`config.mk`:
```
export PLATFORM = sky130hd
export DESIGN_NAME = lef_rsp_queue
export DESIGN_NICKNAME = d
export VERILOG_FILES = /design/src/hw/rtl/lef_pkg.sv /design/src/hw/rtl/lef_rsp_queue.sv
export SDC_FILE = /design/constraint.sdc
export NUM_CORES = 1
export LEC_CHECK = 0
export ABC_AREA = 1
export ABC_CLOCK_PERIOD_IN_PS = 4800
export BUFFER_PORTS_ARGS = -buffer_cell sky130_fd_sc_hd__buf_4
export CAP_MARGIN = 20
export CORE_MARGIN = 5
export CORE_UTILIZATION = 55
export DETAILED_ROUTE_END_ITERATION = 7
export PLACE_DENSITY = 0.93
export RECOVER_POWER = 100
export SLEW_MARGIN = 20
export SYNTH_ARGS = -nofsm -noshare
export SYNTH_HDL_FRONTEND = slang
export SYNTH_SLANG_ARGS = --single-unit
export TNS_END_PERCENT = 5
```
`constraint.sdc`:
```
create_clock -name clock -period 4.8 [get_ports clock]
set_clock_uncertainty 0.05 [all_clocks]
set_input_delay 0 -clock clock [delete_from_list [all_inputs] [get_ports clock]]
set_output_delay 0 -clock clock [all_outputs]
set_load 0.005 [all_outputs]
```
`src/hw/rtl/lef_pkg.sv`:
```
`default_nettype none

package lef_pkg;

   localparam int PIXEL_W     = 8;
   localparam int ROW_W       = 12;
   localparam int OUT_COL_W   = 9;
   localparam int FW_W        = 10;
   localparam int FH_W        = 13;
   localparam int CSR_INDEX_W = 1;
   localparam int CSR_DATA_W  = 13;
   localparam int RSP_SLOTS   = 3;
   localparam int LEVEL_W     = 2;

   localparam logic [CSR_INDEX_W-1:0] CSR_FRAME_WIDTH  = 1'b0;
   localparam logic [CSR_INDEX_W-1:0] CSR_FRAME_HEIGHT = 1'b1;

   localparam logic [FW_W-1:0] FRAME_WIDTH_RESET  = 10'd416;
   localparam logic [FH_W-1:0] FRAME_HEIGHT_RESET = 13'd240;
   localparam logic [FH_W-1:0] MAX_HEIGHT         = 13'd4096;

   // one line buffer entry: the two most recent rows of a column
   typedef struct packed {
      logic [PIXEL_W-1:0] older;
      logic [PIXEL_W-1:0] prev;
   } line_word_type;

   typedef struct packed {
      logic [PIXEL_W-1:0]   edge_value;
      logic [ROW_W-1:0]     out_row;
      logic [OUT_COL_W-1:0] out_col;
      logic                 frame_last;
   } rsp_type;

   // 4*centre - up - down - left - right, modulo 256
   function automatic logic [PIXEL_W-1:0] lap(
      input logic [PIXEL_W-1:0] centre,
      input logic [PIXEL_W-1:0] up,
      input logic [PIXEL_W-1:0] down,
      input logic [PIXEL_W-1:0] left,
      input logic [PIXEL_W-1:0] right
   );
      logic [PIXEL_W-1:0] centre4;
      centre4 = {centre[PIXEL_W-3:0], 2'b00};
      return centre4 - up - down - left - right;
   endfunction

endpackage

`default_nettype wire

```
`src/hw/rtl/lef_rsp_queue.sv`:
```
`default_nettype none

module lef_rsp_queue
   import lef_pkg::*;
(
   input  wire logic               clock,
   input  wire logic               reset,
   input  wire logic [LEVEL_W-1:0] push_n,
   input  wire rsp_type            push_data [RSP_SLOTS],
   input  wire logic               pop,
   output logic [LEVEL_W-1:0]      level,
   output rsp_type                 head
);

   rsp_type            slot_ff [RSP_SLOTS];
   rsp_type            slot_in [RSP_SLOTS];
   logic [LEVEL_W-1:0] level_ff;
   logic [LEVEL_W-1:0] level_in;
   logic [LEVEL_W-1:0] base;
   logic [LEVEL_W-1:0] idx;

   always_comb begin
      base     = level_ff - LEVEL_W'(pop);
      level_in = base + push_n;
      idx      = '0;
      for (int i = 0; i < RSP_SLOTS; i++) begin
         slot_in[i] = slot_ff[i];
         idx        = LEVEL_W'(i) - base;
         if (LEVEL_W'(i) < base) begin
            if (pop) begin
               slot_in[i] = slot_ff[(i + 1) % RSP_SLOTS];
            end
         end else if (idx < push_n) begin
            slot_in[i] = push_data[idx];
         end
      end
   end

   always_ff @(posedge clock) begin
      if (reset) begin
         level_ff <= '0;
      end else begin
         level_ff <= level_in;
      end
   end

   always_ff @(posedge clock) begin
      for (int i = 0; i < RSP_SLOTS; i++) begin
         slot_ff[i] <= slot_in[i];
      end
   end

   assign level = level_ff;
   assign head  = slot_ff[0];

endmodule

`default_nettype wire

```
* Word level (Yosys, flattened, before mapping)
Memories as Yosys holds them, arrays and structs flattened.
Index checks and enable logic that the tools add are counted.
Widths: inputs -> output; s select.
** Storage, ports and cells
- Bits in registers :: 2
- Bits in writable memories :: 90
- Bits of input ports :: 95
- Output and inout bits :: 32
- Word-level logic and storage cells :: 37
- Memories :: 1
** Memories
- slot_ff :: words 3, width 30, read ports 3, clocked after memory_dff 0, wr ports 3, line lef_rsp_queue.sv:15 : rsp_type slot_ff [RSP_SLOTS];
** Cells by class
- Add/subtract/negate cells :: 5
- Magnitude comparators :: 9
- Mux-type cells :: 18
- Bitwise gates (word level) :: 3
** Operator list (number)
- $mux 30 :: 15
- $bmux 30 s2 :: 3
- $ge 3x3->1 const B :: 3
- $not 2->3 :: 3
- $lt 2x2->1 :: 3
- $lt 1x2->1 const A :: 2
- $sub 1x2->2 const A :: 2
- $add 2x2->2 :: 1
- $lt 2x2->1 const A :: 1
- $sub 2x1->2 :: 1
- $sub 2x2->2 const A :: 1

* Logic depth before layout (Yosys ltp)
- Depth in word-level cells :: 8
- Gate-level depth with buffers :: 13
- Mapped depth without buffers :: 11

* Worst setup path after synthesis
OpenSTA, ideal clock, no wires.
- Kind :: register to register
- Start point :: reg, netlist name level[0]
- End point :: mem slot_ff[0][0] in the netlist's numbering (enable)
- Library setup time :: 459 ps
- Arrival time :: 3262 ps
- Data required time :: 4291 ps
- Path slack :: 1029 ps
- Cell stages (with the launch flop) :: 8
- Path buffers :: 1
- Clock period less this slack :: 3771 ps
- Path through :: dfxtp_1 -> inv_1 -> ha_1 -> nand2_1 -> nand2_1 -> buf_2 -> ha_1 -> o21ai_0
** RTL lines (line)
- end: declaration :: lef_rsp_queue.sv:15

==> metrics.yaml <==
leakage_uw: 0.00355
grt_pass1_wl_microns: 27100
finalNetCount: 1027
power_density_nw_per_um2: 447
clk_latency_ns: 0.37
reg2reg_slack_ns: 0.36
status: "finished, violations left"
dpl.hpwl_microns: 9690
yosys.area.top_type_share_pct: 47.4
io_buffers: 126
crit_path_start_kind: "flip-flop"
gr-total-overflow: 0
grt_max_degree: 95
postLayoutCellArea_sq_um: 7420
drcViolationCount: 0
cts_buffers: 9
r2r-start: "level[0]"
rr_worst_depth: 9
fmax_mhz: 225
slew_headroom_pct: -93.9
worst_pin_slew_ns: 2.89
antennaDiodeCount: 0
place_ws_ns: 1.21
tns_ns: 0
postPlaceCellArea_sq_um: 6450
drive_above_1_share_pct: 16.0
wirelength_microns: 17200
crit_type: "flip-flop to flip-flop"
firstDrtPassIters: 6
cts_buffer_depth: 2
synth_top_area_cell: "edfxtp_1"
power_uw: 3320
antenna_found_initial: 0
coreArea_sq_um: 10200
fin_ws_ns: 0.359
area_growth_pct: 30.2
cp-startpoint: "level[0]"
design.portCount: 127
start_util_pct: 55.7
post-route-period-util_pct: 92.5
drtAntennaViolNets: 0
yosys_warnings: 0
timing.rr.end: "slot_ff[0][4]"
avgSynthCellArea_sq_um: 7.33
syn-instance-count: 778
rows: 37
hp-class: "input port to flip-flop"
post_cts_buffers: 0
vias: 5930
die_w_microns: 112
synth_cell_types: 17
vdd_drop_max_mv: 0.275
whs_ns: 0.00471
clockRootBuffer: "clkbuf_8"
cts.sinks: 92
grt_pass1_vias: 5653
yosysSeqAreaShare_pct: 48.1
cp.arrival_ns: 4.47
cts_tree: "done"
synth_nets: 879
ys_ff_latch: 92
avgRoutedWirePerCell_microns: 16.2
rsz0062_at_grt: "false"
drt_iter0_drc: 830
violations: "max-capacitance violations, max-slew violations"
max_cap_viol_count: 3
hold_violations: 0
die_h_microns: 112
htree_levels: 3
clk_pin_slew_ns: 0.10
vias_per_cell: 5.56
cp_max_fo: 94
yosys-top-cells-area: "edfxtp_1 47%, nand2_1 30%, a21oi_1 5.4%"
die_area_sq_um: 12500
setup_viol_count_final: 0
slew_violations: 78
layout_min_cycle_time_ns: 4.44
grt.total_usage_pct: 26.7
endpoint_kind: "flip-flop"
synth_area_sq_um: 5700
endpoint: "slot_ff[0][4]"
crit_required_ns: 4.83
routabilityCongestion: 0.828
==> layout make-up <==
cell class                      instances  area [sq um]
Fill cell                             697          2810
Clock inverter                          7          61.3
Multi-Input combinational cell        595          2460
Clock buffer                            9           124
Tap cell                              136           170
Sequential cell                        92          2740
Inverter                               14          56.3
Timing Repair Buffer                  214          1810
==> synth_stat cells <==
library cell and n:
a21oi_1 61, buf_1 1, buf_2 15, buf_4 36, buf_6 2, clkbuf_1 23, clkinv_1 1, dfxtp_1 2
edfxtp_1 90, fa_1 1, ha_1 5, inv_1 12, inv_2 1, nand2_1 462, nand3_1 60, nor2_1 4
o21ai_0 2
==> registers in the layout (all words and copies together), names as in the netlist <==
name / count
level: 2
slot_ff: 90
==> routing by layer <==
metal	wire (microns)	track usage, %
met5	0	0
met4	799	14.2
met3	1840	4.29
met2	8450	44.8
met1	6150	33.2
==> metrics by stage <==
| step | util [%] | instances |
|---|---|---|
| after floorplan | - | 778 |
| after global placement | 63.0 | 970 |
| after detailed placement | 63.0 | 970 |
| after CTS | 72.7 | 1066 |
| after global routing | 72.6 | 1067 |
| final | 72.6 | 1067 |
==> cells by family (layout without fill, tap and decap cells) <==
family / count (synthesis) / after routing / synth area share, %
AND/OR/NAND/NOR: 526 / 526 / 36.0
flip-flops: 92 / 92 / 48.1
buffers and inverters: 91 / 244 / 8.95
AO/OA/AOI/OAI: 63 / 63 / 5.53
adder cells (fa/ha/maj): 6 / 6 / 1.45
==> cells in the final DEF, fill, tap and decap left out <==
| cell type | instances |
|---|---|
| clkinvlp_4 | 5 |
| ha_2 | 1 |
| buf_16 | 1 |
| nor2_1 | 4 |
| ha_1 | 3 |
| clkbuf_1 | 5 |
| clkbuf_8 | 9 |
| fa_1 | 1 |
| inv_1 | 12 |
| o21ai_1 | 2 |
| dlygate4sd3_1 | 80 |
| clkinv_4 | 1 |
| buf_4 | 99 |
| inv_8 | 2 |
| a21oi_1 | 61 |
| dfxtp_1 | 2 |
| ha_4 | 1 |
| edfxtp_1 | 90 |
| clkbuf_4 | 29 |
| nand2_1 | 462 |
| nand3_1 | 60 |
| inv_2 | 1 |
==> timing repair <==
action,in CTS,in global routing
hold endpoints to repair,63,0
endpoints found under the setup margin,0,8
resized for setup,0,1
hold buffers,80,0
==> worst min path at each step <==
stage                  start             end  cells after the start
6_report       push_data[86]  slot_ff[0][56]                      5
5_1_grt        push_data[32]  slot_ff[0][62]                      5
4_1_cts        push_data[50]  slot_ff[0][20]                      5
3_5_place_dp           reset        level[1]                      2
3_3_place_gp           reset        level[0]                      2
2_1_floorplan          reset        level[0]                      1
==> critical path: stages (launching register included) <==
cell     delay [ns]
dfxtp_1        0.36
inv_1          0.07
ha_4           0.87
inv_1          0.15
ha_2           0.87
ha_1           0.37
nand2_1        0.07
nand2_1        0.07
o21ai_1        0.95
buf_16         0.25
==> power breakdown <==
group / internal (uW) / leakage, uW / switching [uW]
registers: 1310 / 0.000900 / 107
logic: 521 / 0.00257 / 881
clock network: 196 / 0.0000815 / 304
total: 2030 / 0.00355 / 1290
Note: power is estimated with default switching activity, not from simulation.
